## config.mk

```make
export PLATFORM = sky130hd
export DESIGN_NAME = pli_mem
export DESIGN_NICKNAME = d
export VERILOG_FILES = /design/src/rtl/core/pli_pkg.sv /design/src/rtl/core/pli_mem.sv
export SDC_FILE = /design/constraint.sdc
export NUM_CORES = 2
export LEC_CHECK = 0
export BUFFER_PORTS_ARGS = -buffer_cell sky130_fd_sc_hd__buf_2
export CORE_MARGIN = 4
export CORE_UTILIZATION = 40
export CTS_CLUSTER_SIZE = 30
export DETAILED_ROUTE_END_ITERATION = 6
export GPL_TIMING_DRIVEN = 0
export PLACE_DENSITY = 0.58
export SYNTH_ARGS = -nofsm -noshare
export SYNTH_HDL_FRONTEND = slang
export SYNTH_SLANG_ARGS = --single-unit
```

## constraint.sdc

```tcl
create_clock -name i_clk -period 5.3 [get_ports i_clk]
set_input_delay 0.265 -clock i_clk [delete_from_list [all_inputs] [get_ports i_clk]]
set_output_delay 0.265 -clock i_clk [all_outputs]
set_load 0.05 [all_outputs]
```

## src/rtl/core/pli_pkg.sv

```systemverilog
`timescale 1ns / 1ps
// ----------------------------------------------------------------------------
// Positional list package
// Shared codes, widths and the result record of the positional list block.
// ----------------------------------------------------------------------------
package pli_pkg;

    localparam int DATA_W = 32;
    localparam int POS_W  = 8;
    localparam int MODE_W = 3;
    localparam int CNT_W  = 8;

    localparam logic [MODE_W-1:0] MODE_INSERT = 3'd0;
    localparam logic [MODE_W-1:0] MODE_UPDATE = 3'd1;
    localparam logic [MODE_W-1:0] MODE_DELETE = 3'd2;
    localparam logic [MODE_W-1:0] MODE_READ   = 3'd3;
    localparam logic [MODE_W-1:0] MODE_CLEAR  = 3'd4;

    typedef enum logic [1:0] {
        ST_OK    = 2'd0,
        ST_FULL  = 2'd1,
        ST_EMPTY = 2'd2,
        ST_RANGE = 2'd3
    } t_status;

    typedef enum logic [2:0] {
        S_IDLE,
        S_EXEC,
        S_SHIFT,
        S_LAST,
        S_READ,
        S_DONE
    } t_state;

    typedef struct packed {
        logic [CNT_W-1:0]         entry_count;
        logic signed [DATA_W-1:0] read_value;
        t_status                  status;
    } t_result;

endpackage

```

## src/rtl/core/pli_mem.sv

```systemverilog
`timescale 1ns / 1ps
// ----------------------------------------------------------------------------
// Positional list entry memory
// Simple dual-port storage: one write port, one read port with registered data.
// ----------------------------------------------------------------------------
module pli_mem #(
    parameter int CAPACITY = 128,
    parameter int AW       = 7
) (
    input  logic                      i_clk,
    input  logic                      i_we,
    input  logic [AW-1:0]             i_waddr,
    input  logic [pli_pkg::DATA_W-1:0] i_wdata,
    input  logic                      i_re,
    input  logic [AW-1:0]             i_raddr,
    output logic [pli_pkg::DATA_W-1:0] o_rdata
);
    import pli_pkg::*;

    logic [DATA_W-1:0] r_mem [CAPACITY];
    logic [DATA_W-1:0] r_rdata;

    always_ff @(posedge i_clk) begin
        if (i_we) begin
            r_mem[i_waddr] <= i_wdata;
        end
        if (i_re) begin
            r_rdata <= r_mem[i_raddr];
        end
    end

    assign o_rdata = r_rdata;

endmodule

```

### Yosys cells after proc, flatten, opt, wreduce, memory -nomap -nowiden

Memory sizes are Yosys's and may differ from the RTL's. A register that Yosys moved wholly into a read port is not among the register bits.
Index checks and enable logic that the tools add are counted.

| operators by class | value |
|---|---|
| muxes and demuxes | 2 |

Operators by type and width:

| cell | count |
|---|---|
| 2-to-1 mux 1 bit | 2 |

| storage, ports and cells | value |
|---|---|
| word-level logic and storage cells | 3 |
| RAM bits | 4,096 |
| memories | 1 |
| output and inout port bits | 32 |
| register bits | 0 |
| bits of input ports | 49 |

Memory list:

| name | words | bits a word | rd ports | clocked after memory_dff | write ports | RTL line | text |
|---|---|---|---|---|---|---|---|
| r_mem | 128 | 32 | 1 | 1 | 1 | pli_mem.sv:20 | `logic [DATA_W-1:0] r_mem [CAPACITY];` |

### Logic depth before layout (Yosys ltp)

| depth | value |
|---|---|
| word-level depth | 2 |
| depth in mapped cells | 8 |
| gate-level depth less buffers | 4 |

### Least setup slack after synthesis

No wires, ideal clock.

| timing | value |
|---|---|
| path kind | input-to-reg |
| from | input port i_we |
| to | memory r_mem[98][0] (enable) |
| path buffers | 1 |
| setup time | 0.461 ns |
| required time | 4.839 ns |
| path slack | 1.796 ns |
| stages on the path | 3 |
| data arrival time | 3.043 ns |
| cells stage by stage | clkbuf_1 > nand4_1 > nor3_1 |

| between the ends | value |
|---|---|
| longest elaborated chain between the ends | 2 |

RTL lines:

| item | RTL line | text |
|---|---|---|
| from (decl) | pli_mem.sv:11 | `input logic i_we,` |
| 2-to-1 mux 1 bit | pli_mem.sv:24 | `if (i_we) begin` |
| 2-to-1 mux 1 bit (implied by the code) | pli_mem.sv:25 | `r_mem[i_waddr] <= i_wdata;` |
| to (decl) | pli_mem.sv:20 |  |

Every way passes these cells.

==> impl_metrics.yaml <==
outcome:
  status: "finished clean"
power:
  vdd_drop_max_mv: 0.281
  total_power_uw: 68400
  p_leak_uw: 0.0553
  p_clk_frac: 0.415
  p_int_uw: 53800
  switching_share: 0.213
  powerDensity_nw_per_um2: 375
  netSwitchingPower_uw: 14500
  power_frac_comb: 0.057
  p_seq_frac: 0.528
sta:
  min_period_over_period: 0.795
  period_minus_slack_ns: 4.22
  timing.hold.ws_ns: 0.247
  rsz0062_at_grt: "no"
  fin_skew_ns: 0.0390
  tns_ns: 0
  setup_viol: 0
  timing.slew.headroom: 0.0172
  max_freq_mhz: 237
  hold_viol_final: 0
  slew_viol_final: 0
  worst_pin_slew_ns: 1.47
detailed_routing:
  first_pass_iters: 6
  ant_nets: 0
  drt_iter0_markers: 8971
  num_vias: 70300
  vias_per_cell: 5.71
  routed_wl_um: 410000
  drc: 0
  wl_per_cell_um: 33.3
setup_path:
  critPathKind: "in -> reg"
  critical_path_arrival_ns: 4.87
  worstSetupEndpointType: "flip-flop"
  crit_required_ns: 5.95
  start_kind: "primary input"
  critPathMaxFanout: 10
global_routing:
  use_met1: 0.274
  grt_pass1_vias: 71900
  antenna_found_initial: 66
  grt_max_degree: 100
  grt.busiest_layer: "met2"
  grt_pass1_wl_um: 572000
  grt-ovfl-total: 0
  met2_usage: 0.329
  grt_use_total: 0.203
  use_met3: 0.0487
synthesis:
  syn_area_um2: 157000
  synth.yosys.seq_area_share: 0.792
  synth_cell_type_count: 16
  syn_inst: 5990
  syn-mean-instance-area_um2: 26.1
  syn_nets: 6039
  synth-seq-cells: 4128
  yosys_warnings: 0
placed_design:
  numPortBuffers: 69
  gp_congestion: 0.904
  dp_hpwl_um: 281000
floorplan:
  coreArea_um2: 389000
  num_io_pins: 81
  start_util: 0.402
  rows: 229
  die_w_um: 634
  dieArea_um2: 402000
  die_h_um: 634
cts:
  cts_buffers: 402
  htreeDepth: 5
  clk_latency_ns: 0.95
  cts_tree: "yes"
  post-cts-setup-buffer-count: 0
  clk_pin_slew_ns: 0.06
  clockBufferDepth: 4
  root_buffer: "clkbuf_16"
  cts_sinks: 4128
flow_run:
  maxCapViolCount: 0
worst_hold_path:
  hold_class: "in -> reg"
layout:
  syn_to_final_growth_pct: 16.4
  drive_above_1_share: 0.346
  final_nets: 6746
[kinds of logic (layout without fill, tap and decap cells)]
group,Yosys count,in the layout,synth area share
mux,1376,1376,0.196
other cells,0,86,0
simple gates,170,170,0.00445
buf+inv,316,1358,0.00837
flops,4128,4128,0.792
[worst paths after layout]
check | from | to | slack, ns | cells past startpoint
min | i_waddr[0] | r_mem[81][31]$_DFFE_PP_ | 0.25 | 3
min reg2reg | r_mem[123][13]$_DFFE_PP_ | o_rdata[13]$_DFFE_PP_ | 1.25 | 4
max | i_raddr[2] | o_rdata[31]$_DFFE_PP_ | 1.08 | 8
max reg2reg | r_mem[87][18]$_DFFE_PP_ | o_rdata[18]$_DFFE_PP_ | 2.39 | 4
[metrics by stage]
stage | instance area, um^2 | instances | worst slack, ns | utilization
6_report | 182000 | 12300 | 1.08 | 0.468
5_1_grt | 182000 | 12300 | 1.18 | 0.468
3_5_place_dp | 169000 | 11500 | 0.205 | 0.433
4_1_cts | 182000 | 12200 | 1.22 | 0.467
2_1_floorplan | 157000 | 5990 | 1.80 | -
3_3_place_gp | 163000 | 11300 | -1.82 | 0.420
[area by class of cell]
type / instances / area (um^2)
multi-input cells: 1546 / 32300
clock buffers: 487 / 10600
diodes: 86 / 215
clock inverters: 252 / 2410
well taps: 5197 / 6500
repair buffers: 303 / 4960
fillers: 31300 / 207000
plain buffers: 316 / 1350
flip-flops and latches: 4128 / 124000
[Yosys cell counts, drive strengths merged]
cell	instances	area share
nand2	14	0.00034
or3	1	0.000040
edfxtp	4128	0.79
nand4	3	0.00012
mux2	32	0.0023
mux4	1344	0.19
nand3	12	0.00038
buf	134	0.0040
nor3	9	0.00029
nand2b	2	0.000080
nor2b	7	0.00028
nor2	122	0.0029
clkbuf	182	0.0044
[worst max-delay path: stages]
cell and delay (ns):
clkbuf_1 0.37, buf_2 0.47, clkbuf_2 0.75, clkbuf_1 0.96
mux4_2 0.44, mux4_2 0.63, mux4_2 0.50, mux2_2 0.41
[state kept, by name, indices dropped and copies added, names as in the netlist]
register	cells
o_rdata	32
r_mem	4096
[layer usage]
| layer | up-vias | part of all wire |
|---|---|---|
| li1 | 28000 | - |
| met1 | 39000 | 0.39 |
| met2 | 2803 | 0.49 |
| met3 | 533 | 0.085 |
| met4 | 6 | 0.029 |
| met5 | - | 0.00084 |
[power by group through the flow]
| stage | Combinational [uW] | Sequential [uW] | Clock, uW |
|---|---|---|---|
| final | 3890 | 36100 | 28400 |
| after global routing | 4040 | 36100 | 30300 |
| after CTS | 3900 | 36100 | 28900 |
| after detailed placement | 3860 | 36800 | 0 |
| after global placement | 3640 | 36900 | 0 |
| after floorplan | 1740 | 36900 | 0 |
[layout by cell type (no fill, tap or decap), types with 45 or more instances in the layout]
cell       Yosys  final
buf_12         0     94
bufinv_16      0     45
buf_1         50     48
diode_2        0     86
mux4_2      1344   1344
nor2_4         0    119
buf_2         79    118
buf_16         0     69
clkinv_1       0    115
edfxtp_1    4128   4128
clkbuf_1     182    232
clkinv_2       0     62
clkbuf_16      0    411
[timing repair]
action | 4_1_cts | 5_1_grt
hold endpoints to repair | 1896 | 0
hold buffers | 36 | 0
gates resized for setup | 0 | 0
Note: power is estimated with default switching activity, not from simulation.
