===== src/rtl/core/pli_pkg.sv =====
`timescale 1ns / 1ps
// ----------------------------------------------------------------------------
// Positional list package
// Shared codes, widths and the result record of the positional list block.
// ----------------------------------------------------------------------------
package pli_pkg;

    localparam int DATA_W = 32;
    localparam int POS_W  = 8;
    localparam int MODE_W = 3;
    localparam int CNT_W  = 8;

    localparam logic [MODE_W-1:0] MODE_INSERT = 3'd0;
    localparam logic [MODE_W-1:0] MODE_UPDATE = 3'd1;
    localparam logic [MODE_W-1:0] MODE_DELETE = 3'd2;
    localparam logic [MODE_W-1:0] MODE_READ   = 3'd3;
    localparam logic [MODE_W-1:0] MODE_CLEAR  = 3'd4;

    typedef enum logic [1:0] {
        ST_OK    = 2'd0,
        ST_FULL  = 2'd1,
        ST_EMPTY = 2'd2,
        ST_RANGE = 2'd3
    } t_status;

    typedef enum logic [2:0] {
        S_IDLE,
        S_EXEC,
        S_SHIFT,
        S_LAST,
        S_READ,
        S_DONE
    } t_state;

    typedef struct packed {
        logic [CNT_W-1:0]         entry_count;
        logic signed [DATA_W-1:0] read_value;
        t_status                  status;
    } t_result;

endpackage


===== src/rtl/core/pli_ctrl.sv =====
`timescale 1ns / 1ps
// ----------------------------------------------------------------------------
// Positional list sequencer
// Checks each request, then for an insert or delete moves entries one per cycle through the memory.
// ----------------------------------------------------------------------------
module pli_ctrl #(
    parameter int CAPACITY = 128,
    parameter int AW       = 7,
    parameter int CW       = 8
) (
    input  logic                              i_clk,
    input  logic                              i_rst_n,
    input  logic                              i_in_valid,
    output logic                              o_in_ready,
    input  logic [pli_pkg::MODE_W-1:0]        i_mode,
    input  logic [pli_pkg::POS_W-1:0]         i_position,
    input  logic signed [pli_pkg::DATA_W-1:0] i_data_value,
    output logic                              o_res_valid,
    input  logic                              i_res_ready,
    output pli_pkg::t_result                  o_result,
    output logic                              o_mem_we,
    output logic [AW-1:0]                     o_mem_waddr,
    output logic [pli_pkg::DATA_W-1:0]        o_mem_wdata,
    output logic                              o_mem_re,
    output logic [AW-1:0]                     o_mem_raddr,
    input  logic [pli_pkg::DATA_W-1:0]        i_mem_rdata
);
    import pli_pkg::*;

    localparam int XW = (CW > POS_W) ? CW : POS_W;

    t_state                r_state, n_state;
    logic [CW-1:0]         r_count, n_count;
    logic [MODE_W-1:0]     r_mode, n_mode;
    logic [POS_W-1:0]      r_pos, n_pos;
    logic [DATA_W-1:0]     r_val, n_val;
    logic [AW-1:0]         r_rd_addr, n_rd_addr;
    logic [AW-1:0]         r_wr_addr, n_wr_addr;
    logic                  r_wr_pend, n_wr_pend;
    logic [CW-1:0]         r_left, n_left;
    t_status               r_status, n_status;
    logic [DATA_W-1:0]     r_rdval, n_rdval;

    logic [XW-1:0]         w_pos_x;
    logic [XW-1:0]         w_cnt_x;
    logic [CW-1:0]         w_cnt_m1;
    logic [AW-1:0]         w_pos_a;
    logic                  w_full;
    logic                  w_empty;
    logic                  w_is_ins;
    logic                  w_shift_ins;
    logic                  w_shift_del;
    t_status               w_exec_status;

    assign w_pos_x     = XW'(r_pos);
    assign w_cnt_x     = XW'(r_count);
    assign w_cnt_m1    = r_count - 1'b1;
    assign w_pos_a     = w_pos_x[AW-1:0];
    assign w_full      = (r_count == CW'(CAPACITY));
    assign w_empty     = (r_count == '0);
    assign w_is_ins    = (r_mode == MODE_INSERT);
    assign w_shift_ins = (w_pos_x != w_cnt_x);
    assign w_shift_del = (w_pos_x != XW'(w_cnt_m1));

    // Full and empty take precedence over the index check.
    always_comb begin
        case (r_mode)
            MODE_INSERT: begin
                if (w_full) w_exec_status = ST_FULL;
                else if (w_pos_x > w_cnt_x) w_exec_status = ST_RANGE;
                else w_exec_status = ST_OK;
            end
            MODE_UPDATE, MODE_DELETE, MODE_READ: begin
                if (w_empty) w_exec_status = ST_EMPTY;
                else if (w_pos_x >= w_cnt_x) w_exec_status = ST_RANGE;
                else w_exec_status = ST_OK;
            end
            default: w_exec_status = ST_OK;
        endcase
    end

    // Next state.
    always_comb begin
        n_state = r_state;
        case (r_state)
            S_IDLE: begin
                if (i_in_valid) n_state = S_EXEC;
            end
            S_EXEC: begin
                n_state = S_DONE;
                if (w_exec_status == ST_OK) begin
                    case (r_mode)
                        MODE_INSERT: if (w_shift_ins) n_state = S_SHIFT;
                        MODE_DELETE: if (w_shift_del) n_state = S_SHIFT;
                        MODE_READ:   n_state = S_READ;
                        default:     n_state = S_DONE;
                    endcase
                end
            end
            S_SHIFT: begin
                if (r_left == '0) n_state = S_LAST;
            end
            S_LAST:  n_state = S_DONE;
            S_READ:  n_state = S_DONE;
            S_DONE: begin
                if (i_res_ready) n_state = S_IDLE;
            end
            default: n_state = S_IDLE;
        endcase
    end

    // Datapath and memory port control.
    always_comb begin
        n_count     = r_count;
        n_mode      = r_mode;
        n_pos       = r_pos;
        n_val       = r_val;
        n_rd_addr   = r_rd_addr;
        n_wr_addr   = r_wr_addr;
        n_wr_pend   = r_wr_pend;
        n_left      = r_left;
        n_status    = r_status;
        n_rdval     = r_rdval;
        o_in_ready  = 1'b0;
        o_res_valid = 1'b0;
        o_mem_we    = 1'b0;
        o_mem_waddr = w_pos_a;
        o_mem_wdata = r_val;
        o_mem_re    = 1'b0;
        o_mem_raddr = w_pos_a;
        case (r_state)
            S_IDLE: begin
                o_in_ready = 1'b1;
                if (i_in_valid) begin
                    n_mode  = i_mode;
                    n_pos   = i_position;
                    n_val   = i_data_value;
                    n_rdval = '0;
                end
            end
            S_EXEC: begin
                n_status  = w_exec_status;
                n_wr_pend = 1'b0;
                if (w_exec_status == ST_OK) begin
                    case (r_mode)
                        MODE_INSERT: begin
                            if (w_shift_ins) begin
                                n_rd_addr = AW'(w_cnt_m1);
                                n_left    = CW'(w_cnt_x - w_pos_x);
                            end else begin
                                o_mem_we = 1'b1;
                                n_count  = r_count + 1'b1;
                            end
                        end
                        MODE_UPDATE: o_mem_we = 1'b1;
                        MODE_DELETE: begin
                            if (w_shift_del) begin
                                n_rd_addr = w_pos_a + 1'b1;
                                n_left    = CW'(XW'(w_cnt_m1) - w_pos_x);
                            end else begin
                                n_count = w_cnt_m1;
                            end
                        end
                        MODE_READ:  o_mem_re = 1'b1;
                        MODE_CLEAR: n_count = '0;
                        default: ;
                    endcase
                end
            end
            S_SHIFT: begin
                // Each word read last cycle is written one slot up (insert) or down.
                if (r_wr_pend) begin
                    o_mem_we    = 1'b1;
                    o_mem_waddr = r_wr_addr;
                    o_mem_wdata = i_mem_rdata;
                end
                if (r_left != '0) begin
                    o_mem_re    = 1'b1;
                    o_mem_raddr = r_rd_addr;
                    n_wr_addr   = w_is_ins ? r_rd_addr + 1'b1 : r_rd_addr - 1'b1;
                    n_rd_addr   = w_is_ins ? r_rd_addr - 1'b1 : r_rd_addr + 1'b1;
                    n_left      = r_left - 1'b1;
                    n_wr_pend   = 1'b1;
                end else begin
                    n_wr_pend = 1'b0;
                end
            end
            S_LAST: begin
                if (w_is_ins) begin
                    o_mem_we = 1'b1;
                    n_count  = r_count + 1'b1;
                end else begin
                    n_count = w_cnt_m1;
                end
            end
            S_READ: n_rdval = i_mem_rdata;
            S_DONE: o_res_valid = 1'b1;
            default: ;
        endcase
    end

    always_ff @(posedge i_clk) begin
        if (!i_rst_n) begin
            r_state   <= S_IDLE;
            r_count   <= '0;
            r_wr_pend <= 1'b0;
        end else begin
            r_state   <= n_state;
            r_count   <= n_count;
            r_wr_pend <= n_wr_pend;
        end
    end

    always_ff @(posedge i_clk) begin
        r_mode    <= n_mode;
        r_pos     <= n_pos;
        r_val     <= n_val;
        r_rd_addr <= n_rd_addr;
        r_wr_addr <= n_wr_addr;
        r_left    <= n_left;
        r_status  <= n_status;
        r_rdval   <= n_rdval;
    end

    assign o_result.status      = r_status;
    assign o_result.read_value  = r_rdval;
    assign o_result.entry_count = CNT_W'(r_count);

`ifndef SYNTHESIS
    a_no_rw_overlap: assert property (@(posedge i_clk) disable iff (!i_rst_n)
        (o_mem_we && o_mem_re) |-> (o_mem_waddr != o_mem_raddr))
        else $error("memory read and write hit the same entry");

    a_count_bound: assert property (@(posedge i_clk) disable iff (!i_rst_n)
        r_count <= CW'(CAPACITY))
        else $error("entry count above capacity");

    a_no_accept_busy: assert property (@(posedge i_clk) disable iff (!i_rst_n)
        o_in_ready |-> (!o_res_valid && !o_mem_we && !o_mem_re))
        else $error("request taken while sequencer busy");

    a_count_stable_shift: assert property (@(posedge i_clk) disable iff (!i_rst_n)
        (r_state == S_SHIFT) |=> $stable(r_count))
        else $error("count changed during an entry move");
`endif

endmodule


===== config.mk =====
export PLATFORM = sky130hd
export DESIGN_NAME = pli_ctrl
export DESIGN_NICKNAME = d
export VERILOG_FILES = /design/src/rtl/core/pli_pkg.sv /design/src/rtl/core/pli_ctrl.sv
export SDC_FILE = /design/constraint.sdc
export NUM_CORES = 1
export LEC_CHECK = 0
export ABC_AREA = 1
export BUFFER_PORTS_ARGS = -buffer_cell sky130_fd_sc_hd__buf_4
export CORE_MARGIN = 2
export CORE_UTILIZATION = 55
export CTS_BUF_LIST = sky130_fd_sc_hd__clkbuf_2
export DETAILED_ROUTE_END_ITERATION = 16
export GPL_TIMING_DRIVEN = 0
export PLACE_DENSITY = 0.83
export RECOVER_POWER = 25
export SLEW_MARGIN = 5
export SYNTH_ARGS = -nofsm -noshare
export SYNTH_HDL_FRONTEND = slang
export SYNTH_SLANG_ARGS = --single-unit

===== constraint.sdc =====
create_clock -name i_clk -period 4.1 [get_ports i_clk]
set_clock_uncertainty 0.15 [all_clocks]
set_input_delay 0.82 -clock i_clk [delete_from_list [all_inputs] [get_ports i_clk]]
set_output_delay 0.82 -clock i_clk [all_outputs]
set_load 0.05 [all_outputs]

# Yosys cells after proc, flatten, opt, wreduce, memory -nomap -nowiden
# Cells that the tools add are included.
# W data, S select, Z words.
dict set report word_totals {
  register_bits 111
  inputBits 79
  out_inout_bits 92
  wordCells 115
}
dict set report classes {
  add_sub_neg 8
  n_lt_le_gt_ge 2
  eq_ne 23
  n_mux 54
  reduce_logical 17
}
# op n
set ops {}
lappend ops {{$mux W32} 3}
lappend ops {{$mux W7} 10}
lappend ops {{$mux W8} 8}
lappend ops {{$pmux W32 S2} 1}
lappend ops {{$pmux W8 S2} 3}
lappend ops {{$pmux W7 S2} 2}
lappend ops {{$pmux W8 S3} 1}
lappend ops {{$mux W3} 6}
lappend ops {{$logic_not A8 Y1} 2}
lappend ops {{$ne A8 B8 Y1} 2}
lappend ops {{$sub A8 B1 Y8 const B} 2}
lappend ops {{$sub A8 B8 Y8} 2}
lappend ops {{$ne A3 B3 Y1 const B} 5}
lappend ops {{$pmux W3 S5} 1}
lappend ops {{$add A7 B1 Y7 const B} 2}
lappend ops {{$eq A3 B2 Y1 const B} 4}
lappend ops {{$ne A2 B2 Y1 const B} 5}
lappend ops {{$eq A3 B3 Y1 const B} 3}
lappend ops {{$mux W1} 9}
lappend ops {{$pmux W3 S3} 1}
lappend ops {{$add A8 B1 Y8 const B} 1}
lappend ops {{$eq A8 B8 Y1 const B} 1}
lappend ops {{$ge A8 B8 Y1} 1}
lappend ops {{$gt A8 B8 Y1} 1}
lappend ops {{other kinds (17)} 28}

# Logic depth before layout (Yosys ltp)
# Gate-level depths: netlist (run 1).
dict set report logic_depth {
  depth_word 7
  ltp_mapped 18
  mapped_depth_nobuf 18
}

# Worst setup path before layout (run 1)
# No wires, ideal clock.
dict set report synth_timing {
  path_type {register -> output}
  startpoint {register r_count[0]}
  endpoint {output o_mem_re}
  arrival_ns 3.392
  required_time_ns 3.130
  slack_ns -0.262
  path_stages_with_launch 13
  path_buffers 0
  path_cell_list {dfxtp_1 > inv_1 > ha_1 > fa_1 > inv_1 > nand3_1 > nand2_1 > nand2_1 > nand2_2 > nand3_1 > a21oi_1 > nand3_2 > o21ai_0}
}
dict set report synth_via {
  elab_chain_cells 7
  elab_cells_between_ends 12
  classes_between {2 x order compare; 1 x eq/ne; 7 x mux; 2 x reduce/logical}
}
# item line
set synth_lines {}
lappend synth_lines {{from (decl)} pli_ctrl.sv:33} ;# logic [CW-1:0] r_count, n_count;
lappend synth_lines {{from (signal assigned)} pli_ctrl.sv:209} ;# r_count <= n_count;
lappend synth_lines {{$ge A8 B8 Y1 or $gt A8 B8 Y1 (tied branches)} {pli_ctrl.sv:75, pli_ctrl.sv:70}}
lappend synth_lines {{$mux W2 (on tied branches)} {pli_ctrl.sv:75, pli_ctrl.sv:70}}
lappend synth_lines {{$mux W2 (on tied branches)} {pli_ctrl.sv:74, pli_ctrl.sv:69}}
lappend synth_lines {{$pmux W2 S2 (*)} pli_ctrl.sv:67} ;# case (r_mode)
lappend synth_lines {{$logic_not A2 Y1 (*)} pli_ctrl.sv:144} ;# if (w_exec_status == ST_OK) begin
lappend synth_lines {{$mux W1 (*)} pli_ctrl.sv:144}
lappend synth_lines {{$pmux W1 S2 (*)} pli_ctrl.sv:131} ;# case (r_state)
lappend synth_lines {{to (decl)} pli_ctrl.sv:24} ;# output logic o_mem_re,
# Every way passes the cells marked *; elsewhere a longest branch is shown, timed or not.

# Worst setup path in the final report (run 1)
dict set report layout_timing {
  startpoint {register r_pos[3]}
  endpoint {output o_mem_we}
}
dict set report layout_via {
  elab_chain_cells 7
  elab_cells_between_ends 13
  classes_between {2 x order compare; 1 x eq/ne; 9 x mux; 1 x reduce/logical}
}
# item line
set layout_lines {}
lappend layout_lines {{from (decl)} pli_ctrl.sv:35} ;# logic [POS_W-1:0] r_pos, n_pos;
lappend layout_lines {{from (signal assigned)} pli_ctrl.sv:216} ;# r_pos <= n_pos;
lappend layout_lines {{$ge A8 B8 Y1 or $gt A8 B8 Y1 (tied branches)} {pli_ctrl.sv:75, pli_ctrl.sv:70}}
lappend layout_lines {{$mux W2 (on tied branches)} {pli_ctrl.sv:75, pli_ctrl.sv:70}}
lappend layout_lines {{$mux W2 (on tied branches)} {pli_ctrl.sv:74, pli_ctrl.sv:69}}
lappend layout_lines {{$pmux W2 S2} pli_ctrl.sv:67}
lappend layout_lines {{$logic_not A2 Y1} pli_ctrl.sv:144}
lappend layout_lines {{$mux W1 (*)} pli_ctrl.sv:144}
lappend layout_lines {{$pmux W1 S3 (*)} pli_ctrl.sv:131}
lappend layout_lines {{to (decl)} pli_ctrl.sv:21} ;# output logic o_mem_we,
# Marks and branches as above.

==> PnR_summary.wiki, run 1 <==
{| class="wikitable"
! Metric !! Value
|-
| Residual overflow from global routing || 0
|-
| Vertical extent of the die || 111.7 um
|-
| DRT Pass-1 Iters || 6
|-
| Vias in the first global route || 5,474
|-
| Combinational group share of total power || 62.5%
|-
| Setup TNS || 0 ns
|-
| Post-synth design cell area || 6380 um2
|-
| Growth of design area from synthesis to finish || 26.26%
|-
| Type of element capturing the critical path || output pin
|-
| Worst-path cell chain || inv_1 -> ha_1 -> nand3_1 -> nand2_2 -> nand2_1 -> nand2_2 -> nand3_2 -> a21oi_2 -> nand3_4 -> o21ai_2 -> buf_6
|-
| Initial DRC count || 787
|-
| Most used cell, CP || nand2_2
|-
| Met2 track demand over resource in global routing || 49.37%
|-
| Average size of a mapped cell || 8.587 um2
|-
| Area of the core || 11,370 um2
|-
| IR drop worst, VDD || 0.0005725 V
|-
| Placed wire-length estimate || 13,890 um
|-
| Busiest layer in global routing || met2
|-
| Relative contribution of the clock network to total power || 7.2%
|-
| Total instance count after detailed placement || 1,056
|-
| Run status || finished, final reports clean
|-
| Number of nets in the layout || 1,034
|-
| Final weighted congestion in routability-driven placement || 0.9760
|-
| Part of the Yosys area used for sequential elements || 50.36%
|-
| Highest attainable clock frequency || 253.9 MHz
|-
| Routed via count || 5,973
|-
| Total number of clock tree sinks || 111
|-
| Detail-routed net length per standard cell || 16.87 um
|-
| Clock insertion delay at the later pin of the skew report || 0.60 ns
|-
| Post-route DRC violation count || 0
|-
| Met3 usage || 5.280%
|-
| Number of pins exceeding their max-slew limit in the final report || 0
|-
| Flip-flop and latch count after synthesis || 111
|-
| Area of all placed cells without fillers || 8055 um2
|-
| Largest fanout on the critical path || 7
|-
| Num ports || 171
|-
| Cell area after placement || 7855 um2
|-
| Wire length reported by the detailed router || 18,200 um
|-
| CP Data Required Time || 3.13 ns
|-
| Met1 Track Usage GR || 37.50%
|-
| Clock tree from TritonCTS || yes
|-
| Startpoint-to-endpoint class of the critical path || flip-flop to output pin
|-
| Total of warnings raised by yosys || 0
|-
| Post-route non-filler standard cell count || 1,079
|-
| Final hold violation count || 0
|-
| Fraction of final layout cells with drive strength greater than 1 || 24.57%
|-
| Routed via count divided by cell count || 5.536
|-
| Worst Setup Start Kind || flip-flop
|-
| Final period utilization || 96.05%
|-
| Hold Path Class || input port to flip-flop
|-
| Tightest slew margin relative to the limit || 15.95%
|-
| Post-DRT Antenna Nets || 0
|-
| First-pass GRT wire length || 28,230 um
|-
| Synthesized instance count || 743
|-
| Root Buffer || clkbuf_2
|-
| Maximum clock insertion buffer count || 2
|-
| Setup slack after layout || 0.1621 ns
|-
| Setup Viol. Count Final || 0
|-
| Switching portion of total power || 51.96%
|-
| Clock H-tree levels || 3
|-
| Max-Cap Viols || 0
|-
| Leak pwr || 3.645 nW
|-
| Slowest library cell on the worst path || edfxtp_1
|-
| Standard-cell rows || 39
|-
| Cell-internal power || 3.086 mW
|-
| Arrival time of the worst setup path || 2.97 ns
|-
| TritonCTS buffer count || 9
|-
| Pwr per Cell Area || 797.6 nW/um2
|-
| Design Power || 6.425 mW
|-
| Worst-Margin Slew || 1.259 ns
|-
| Clock input transition at the sequential cells of the worst setup and hold paths || 0.31 ns
|-
| Antenna violations before repair || 0
|-
| Total Routing Usage GR || 28.65%
|-
| Maximum number of pins on one net before global-route repair || 33
|-
| Min Clock Period, post-route || 3.938 ns
|-
| Die X || 111.7 um
|-
| Layout fillers || 941
|-
| Post-Place Worst Slack || 0.4213 ns
|-
| Total of hold buffers inserted after clock tree synthesis || 0
|-
| Switching power of the nets || 3.338 mW
|-
| Net count after synthesis || 846
|-
| Critical Path Max Stage Delay || 0.51 ns
|-
| Number of inserted diodes || 0
|-
| Count of port buffers added during placement || 169
|-
| Full die area || 12,480 um2
|-
| Portion of total power attributed to sequential cells || 30.4%
|-
| Distinct cell type count of the synthesized netlist || 43
|-
| Initial cell density of the core || 56.11%
|}
==> synth_stat cells, drive strengths merged <==
master	instances	share of area (%)
a31o	1	0.14
nand3b	6	0.71
a31oi	4	0.39
or2	1	0.098
clkbuf	15	0.88
inv	103	6.1
dfxtp	12	3.8
o21ba	1	0.16
o21ai	56	4.5
edfxtp	99	47
nand3	32	2.7
nor2	127	7.5
nor3	8	0.71
o221ai	1	0.14
fa	2	0.63
nand4	5	0.49
a311oi	1	0.14
a32oi	1	0.14
o21bai	2	0.24
or3	1	0.098
o211ai	6	0.71
and2	2	0.20
o22ai	7	0.69
nor3b	2	0.31
ha	22	4.3
buf	13	1.5
xor2	19	2.6
and3b	1	0.14
nand2	114	6.9
o32ai	1	0.14
xnor2	5	0.69
a21oi	73	5.7
==> sequential cells by signal, summed over array words and instances, names as in the netlist <==
signal,flops
r_status,2
r_left,8
r_rdval,32
r_val,32
r_pos,8
r_state,3
r_rd_addr,7
r_wr_addr,7
r_wr_pend,1
r_mode,3
r_count,8
==> cell usage in the layout, fill, tap and decap left out, types with 6 or more instances in the layout <==
master / count
nor3_1: 7
nor2_1: 125
o21ai_0: 52
clkbuf_1: 16
edfxtp_1: 99
inv_1: 101
a21oi_1: 72
o211ai_1: 6
xor2_1: 19
buf_4: 134
nand3_1: 28
o22ai_1: 7
nand2_1: 109
ha_1: 20
dfxtp_1: 10
clkbuf_2: 9
nand3b_1: 6
buf_2: 6
clkbuf_4: 43
==> stage by stage <==
step / hold WS (ns) / util (%)
detailed placement: 0.3426 / 69.09
global route: 0.1572 / 70.85
CTS: 0.1828 / 70.06
finish: 0.2309 / 70.85
floorplan: 0.3144 / -
global placement: 0.3241 / 68.85
==> cells by family after synthesis <==
| family | count (synthesis) | share of synthesized area (%) |
|---|---|---|
| XOR/XNOR | 24 | 3.295 |
| AND/OR/NAND/NOR | 299 | 19.95 |
| buffers and inverters | 131 | 8.413 |
| AO/OA/AOI/OAI | 154 | 13.04 |
| flip-flops | 111 | 50.36 |
| adder cells (fa/ha/maj) | 24 | 4.942 |
==> worst max-delay path: cells and delay by family, from the launching register on <==
family	cells	cell delay [ns]
compound gates	2	0.40
fa+ha+maj	1	0.44
buf+inv	2	0.37
flops	1	0.51
simple gates	6	0.65
==> path summary, 6_finish.rpt <==
path | endpoint | slack, ns | cells after the start | startpoint
worst max register to register | r_left[5] | 0.50 | 13 | r_count[1]
worst min register to register | r_wr_pend | 0.37 | 2 | r_wr_pend
worst min-delay path | r_pos[0] | 0.23 | 1 | i_position[0]
worst max-delay path | o_mem_we | 0.16 | 11 | r_pos[3]
==> power groups by stage <==
stage / sequential [mW] / clock [mW] / combinational [mW]
finish: 1.95 / 0.460 / 4.01
floorplan: 2.49 / 0 / 2.27
CTS: 1.94 / 0.461 / 3.90
detailed placement: 1.98 / 0 / 3.87
global route: 1.99 / 0.510 / 4.34
global placement: 1.97 / 0 / 3.79
==> routing by layer <==
layer	part of all wire [%]	routed length [um]
met2	49	9007
met1	40	7304
met5	0	0
met3	8.2	1485
met4	2.2	406
==> cell type report <==
cell class                      instances  area (um2)  area share [%]
Inverter                              103       390.4           4.846
Multi-Input combinational cell        501        2681           33.29
Sequential cell                       111        3218           39.95
Clock buffer                            9       45.04          0.5592
Buffer                                 28       146.4           1.817
Clock inverter                          7       46.29          0.5747
Tap cell                              143       178.9           2.221
Timing Repair Buffer                  177        1349           16.74
==> timing repair <==
| item | 4_1_cts | 5_1_grt |
|---|---|---|
| hold endpoints to repair | 0 | 0 |
| pin swaps | 0 | 3 |
| buffers inserted | 2 | 5 |
| resized for setup | 2 | 15 |
| setup endpoints to repair | 2 | 2 |
Note: power is estimated with default switching activity, not from simulation.
==> inputs of run 2 (changes only) <==
--- a/config.mk
+++ b/config.mk
@@ -6,14 +6,15 @@
 export NUM_CORES = 1
 export LEC_CHECK = 0
 export ABC_AREA = 1
-export BUFFER_PORTS_ARGS = -buffer_cell sky130_fd_sc_hd__buf_4
 export CORE_MARGIN = 2
 export CORE_UTILIZATION = 55
 export CTS_BUF_LIST = sky130_fd_sc_hd__clkbuf_2
 export DETAILED_ROUTE_END_ITERATION = 16
+export DONT_BUFFER_PORTS = 1
 export GPL_TIMING_DRIVEN = 0
-export PLACE_DENSITY = 0.83
+export PLACE_DENSITY = 0.7
 export RECOVER_POWER = 25
+export SETUP_SLACK_MARGIN = 0.2
 export SLEW_MARGIN = 5
 export SYNTH_ARGS = -nofsm -noshare
 export SYNTH_HDL_FRONTEND = slang
==> run 2 against run 1 <==
Global-route usage fell by 1.3 points. Critical path depth rose by 1. Final cell count fell by 15%. Hold slack got worse by 0.12 ns. Largest cell class unchanged. Power shrank 3.2%. Design area decreased by 11%. Register-to-register slack lost 0.16 ns. Sequential power increased by 31%.
==> PnR_summary.wiki, run 2 (synthesis results as in run 1) <==
{| class="wikitable"
! Metric !! Value
|-
| Post-DRT Antenna Nets || 0 (unchanged)
|-
| Largest fanout on the critical path || 7 (unchanged)
|-
| Worst hold stages || 0 (-1)
|-
| Clock insertion delay at the later pin of the skew report || 0.61 ns (about the same)
|-
| Critical Path Max Stage Delay || 0.59 ns (+0.08 ns)
|-
| Clock input transition at the sequential cells of the worst setup and hold paths || 0.30 ns (about the same)
|-
| Number of nets in the layout || 872 (-16%)
|-
| Number of stages on the worst setup path || 12 (+1)
|-
| Final weighted congestion in routability-driven placement || 0.9617 (-1.5%)
|-
| Hold Path Class || input port to flip-flop
|-
| Leak pwr || 2.941 nW (-19%)
|-
| Highest attainable clock frequency || 246.3 MHz (-3.0%)
|-
| Area of all placed cells without fillers || 7201 um2 (-11%)
|-
| Growth of design area from synthesis to finish || 12.87%
|-
| Vias in the first global route || 4,988 (-8.9%)
|-
| DRT Pass-1 Iters || 5 (-1)
|-
| CP bufs+invs || 2 (unchanged)
|-
| CP Data Required Time || 3.13 ns (about the same)
|-
| Busiest layer in global routing || met2
|-
| Post-Place Worst Slack || -0.5002 ns (-0.9214 ns)
|-
| Fraction of final layout cells with drive strength greater than 1 || 17.83% (-6.7 points)
|-
| Initial cell density of the core || 56.11% (unchanged)
|-
| Initial DRC count || 501 (-36%)
|-
| Worst-path cell chain || clkinvlp_4 -> ha_4 -> fa_2 -> inv_2 -> nand3_2 -> nand2_2 -> nand2_2 -> nand2_4 -> nand3_4 -> a21oi_2 -> nand3_4 -> o21ai_4
|-
| Launch instance of the worst min-delay path || i_data_value[9]
|-
| Placed wire-length estimate || 13,130 um (-5.5%)
|-
| Type of element capturing the critical path || output pin
|-
| Residual overflow from global routing || 0 (unchanged)
|-
| Arrival time of the worst setup path || 3.09 ns (+0.12 ns)
|-
| Total number of clock tree sinks || 111 (unchanged)
|-
| Max-Cap Viols || 0 (unchanged)
|-
| Min Clock Period, post-route || 4.060 ns (+0.1216 ns)
|-
| Setup TNS || 0 ns (unchanged)
|-
| R2R Setup Slk || 0.34 ns (-0.16 ns)
|-
| Met3 usage || 5.661% (+0.38 points)
|-
| Tightest slew margin relative to the limit || 16.58% (+0.63 points)
|-
| Sink of the worst hold path || r_val[9]
|-
| Met2 track demand over resource in global routing || 45.49% (-3.9 points)
|-
| Cell area after placement || 6594 um2 (-16%)
|-
| Setup repair after global routing missed its margin || true
|-
| Crit path max-delay family || flip-flops
|-
| FF-to-FF path depth || 20 (+7)
|-
| Full die area || 12,480 um2 (unchanged)
|-
| Worst-Margin Slew || 1.250 ns (-0.009464 ns)
|-
| Met1 Track Usage GR || 36.29% (-1.2 points)
|-
| Top Registers || r_rdval x32, r_val x32
|-
| TritonCTS buffer count || 9 (unchanged)
|-
| Routed via count || 5,293 (-11%)
|-
| Run status || finished, final reports clean
|-
| Final period utilization || 99.01% (+3.0 points)
|-
| Setup Viol. Count Final || 0 (unchanged)
|-
| Count of port buffers added during placement || 0 (-100%)
|-
| Clock tree from TritonCTS || yes
|-
| Post-route DRC violation count || 0 (unchanged)
|-
| Detail-routed net length per standard cell || 18.80 um (+11%)
|-
| IR drop worst, VDD || 0.0006460 V (+13%)
|-
| Maximum clock insertion buffer count || 2 (unchanged)
|-
| Startpoint-to-endpoint class of the critical path || flip-flop to output pin
|-
| Number of pins exceeding their max-slew limit in the final report || 0 (unchanged)
|-
| Worst r2r src || r_count[0]
|-
| Clock H-tree levels || 3 (unchanged)
|-
| Routed via count divided by cell count || 5.772 (+4.3%)
|-
| Slowest library cell on the worst path || dfxtp_4
|-
| Worst Setup Start Kind || flip-flop
|-
| Number of inserted diodes || 0 (unchanged)
|-
| Root Buffer || clkbuf_2
|-
| Final hold violation count || 0 (unchanged)
|-
| Most used cells in the layout excluding fill and tap cells || 125 x nor2_1, 103 x nand2_1, 99 x inv_1, 99 x edfxtp_1, 40 x a21oi_1
|-
| Standard-cell rows || 39 (unchanged)
|-
| First-pass GRT wire length || 26,680 um (-5.5%)
|-
| Antenna violations before repair || 0 (unchanged)
|-
| Reg-to-Reg End || r_count[6]
|-
| Area of the core || 11,370 um2 (unchanged)
|-
| Die X || 111.7 um (unchanged)
|-
| Setup slack after layout || 0.04047 ns (-0.1216 ns)
|-
| Pwr per Cell Area || 863.3 nW/um2 (+8.2%)
|-
| First element of the critical path || r_count[0]
|-
| Maximum number of pins on one net before global-route repair || 33 (unchanged)
|-
| Vertical extent of the die || 111.7 um (unchanged)
|-
| Total Routing Usage GR || 27.36% (-1.3 points)
|-
| Leading cell type in the layout, fill and taps excluded || nor2_1
|-
| Wire length reported by the detailed router || 17,240 um (-5.3%)
|-
| Total of hold buffers inserted after clock tree synthesis || 0 (unchanged)
|-
| Num ports || 171 (unchanged)
|}
## run 2: metrics by stage
step	total power [mW]	utilization [%]	cells	hold slack, ns
2_1_floorplan	4.764	-	743	0.3144
3_3_place_gp	5.395	57.69	886	0.3237
3_5_place_dp	5.473	57.99	887	0.3361
4_1_cts	6.064	61.34	910	0.07764
5_1_grt	6.614	63.33	917	0.05745
6_report	6.216	63.33	917	0.1123
## run 2: cell type report
cell class,instances,area [um2]
plain buffers,28,161.4
inverters,103,394.1
fillers,950,4169
repair buffers,15,132.6
well taps,143,178.9
flip-flops and latches,111,3223
clock inverters,4,31.28
multi-input cells,501,3019
clock buffers,12,60.06
## run 2: how the worst max path moves through the flow
stage,end,slack [ns]
after floorplan,o_mem_re,0.11
final,o_mem_re,0.04
after global routing,o_mem_we,-0.10
after global placement,r_mode[1],-0.65
after CTS,o_mem_re,-0.06
after detailed placement,o_mem_we,-0.50
## run 2: metal layers
metal	wire length (um)	share of wire [%]
met1	7200	42
met2	8347	48
met3	1300	7.5
met4	389	2.3
met5	0	0
## run 2: worst register-to-register path, cell delays in order, from the launching register on
cell and delay, ns:
dfxtp_4 0.59, clkinvlp_4 0.19, buf_4 0.16, buf_4 0.12, buf_4 0.15, ha_1 0.25, nand2_1 0.12, xor2_2 0.24
inv_1 0.10, ha_1 0.28, clkbuf_2 0.17, nand2_1 0.08, nor3_2 0.21, nand3_1 0.14, nand2_2 0.12, nand3_2 0.08
nand2_2 0.15, buf_4 0.20, nand3b_1 0.09, nand2_1 0.06, nor2_1 0.03
## run 2: where the power goes
group	switching [mW]	internal (mW)	leakage, nW
Sequential	0.818	1.75	1.05
Combinational	2.17	1.02	1.83
Clock	0.365	0.0932	0.0669
Total	3.36	2.86	2.94
## run 2: what timing repair did
action / CTS / global route
setup endpoints to repair: 61 / 71
setup buffers: 7 / 7
pin swaps: 5 / 7
resized for setup: 62 / 45
hold endpoints to repair: 0 / 0
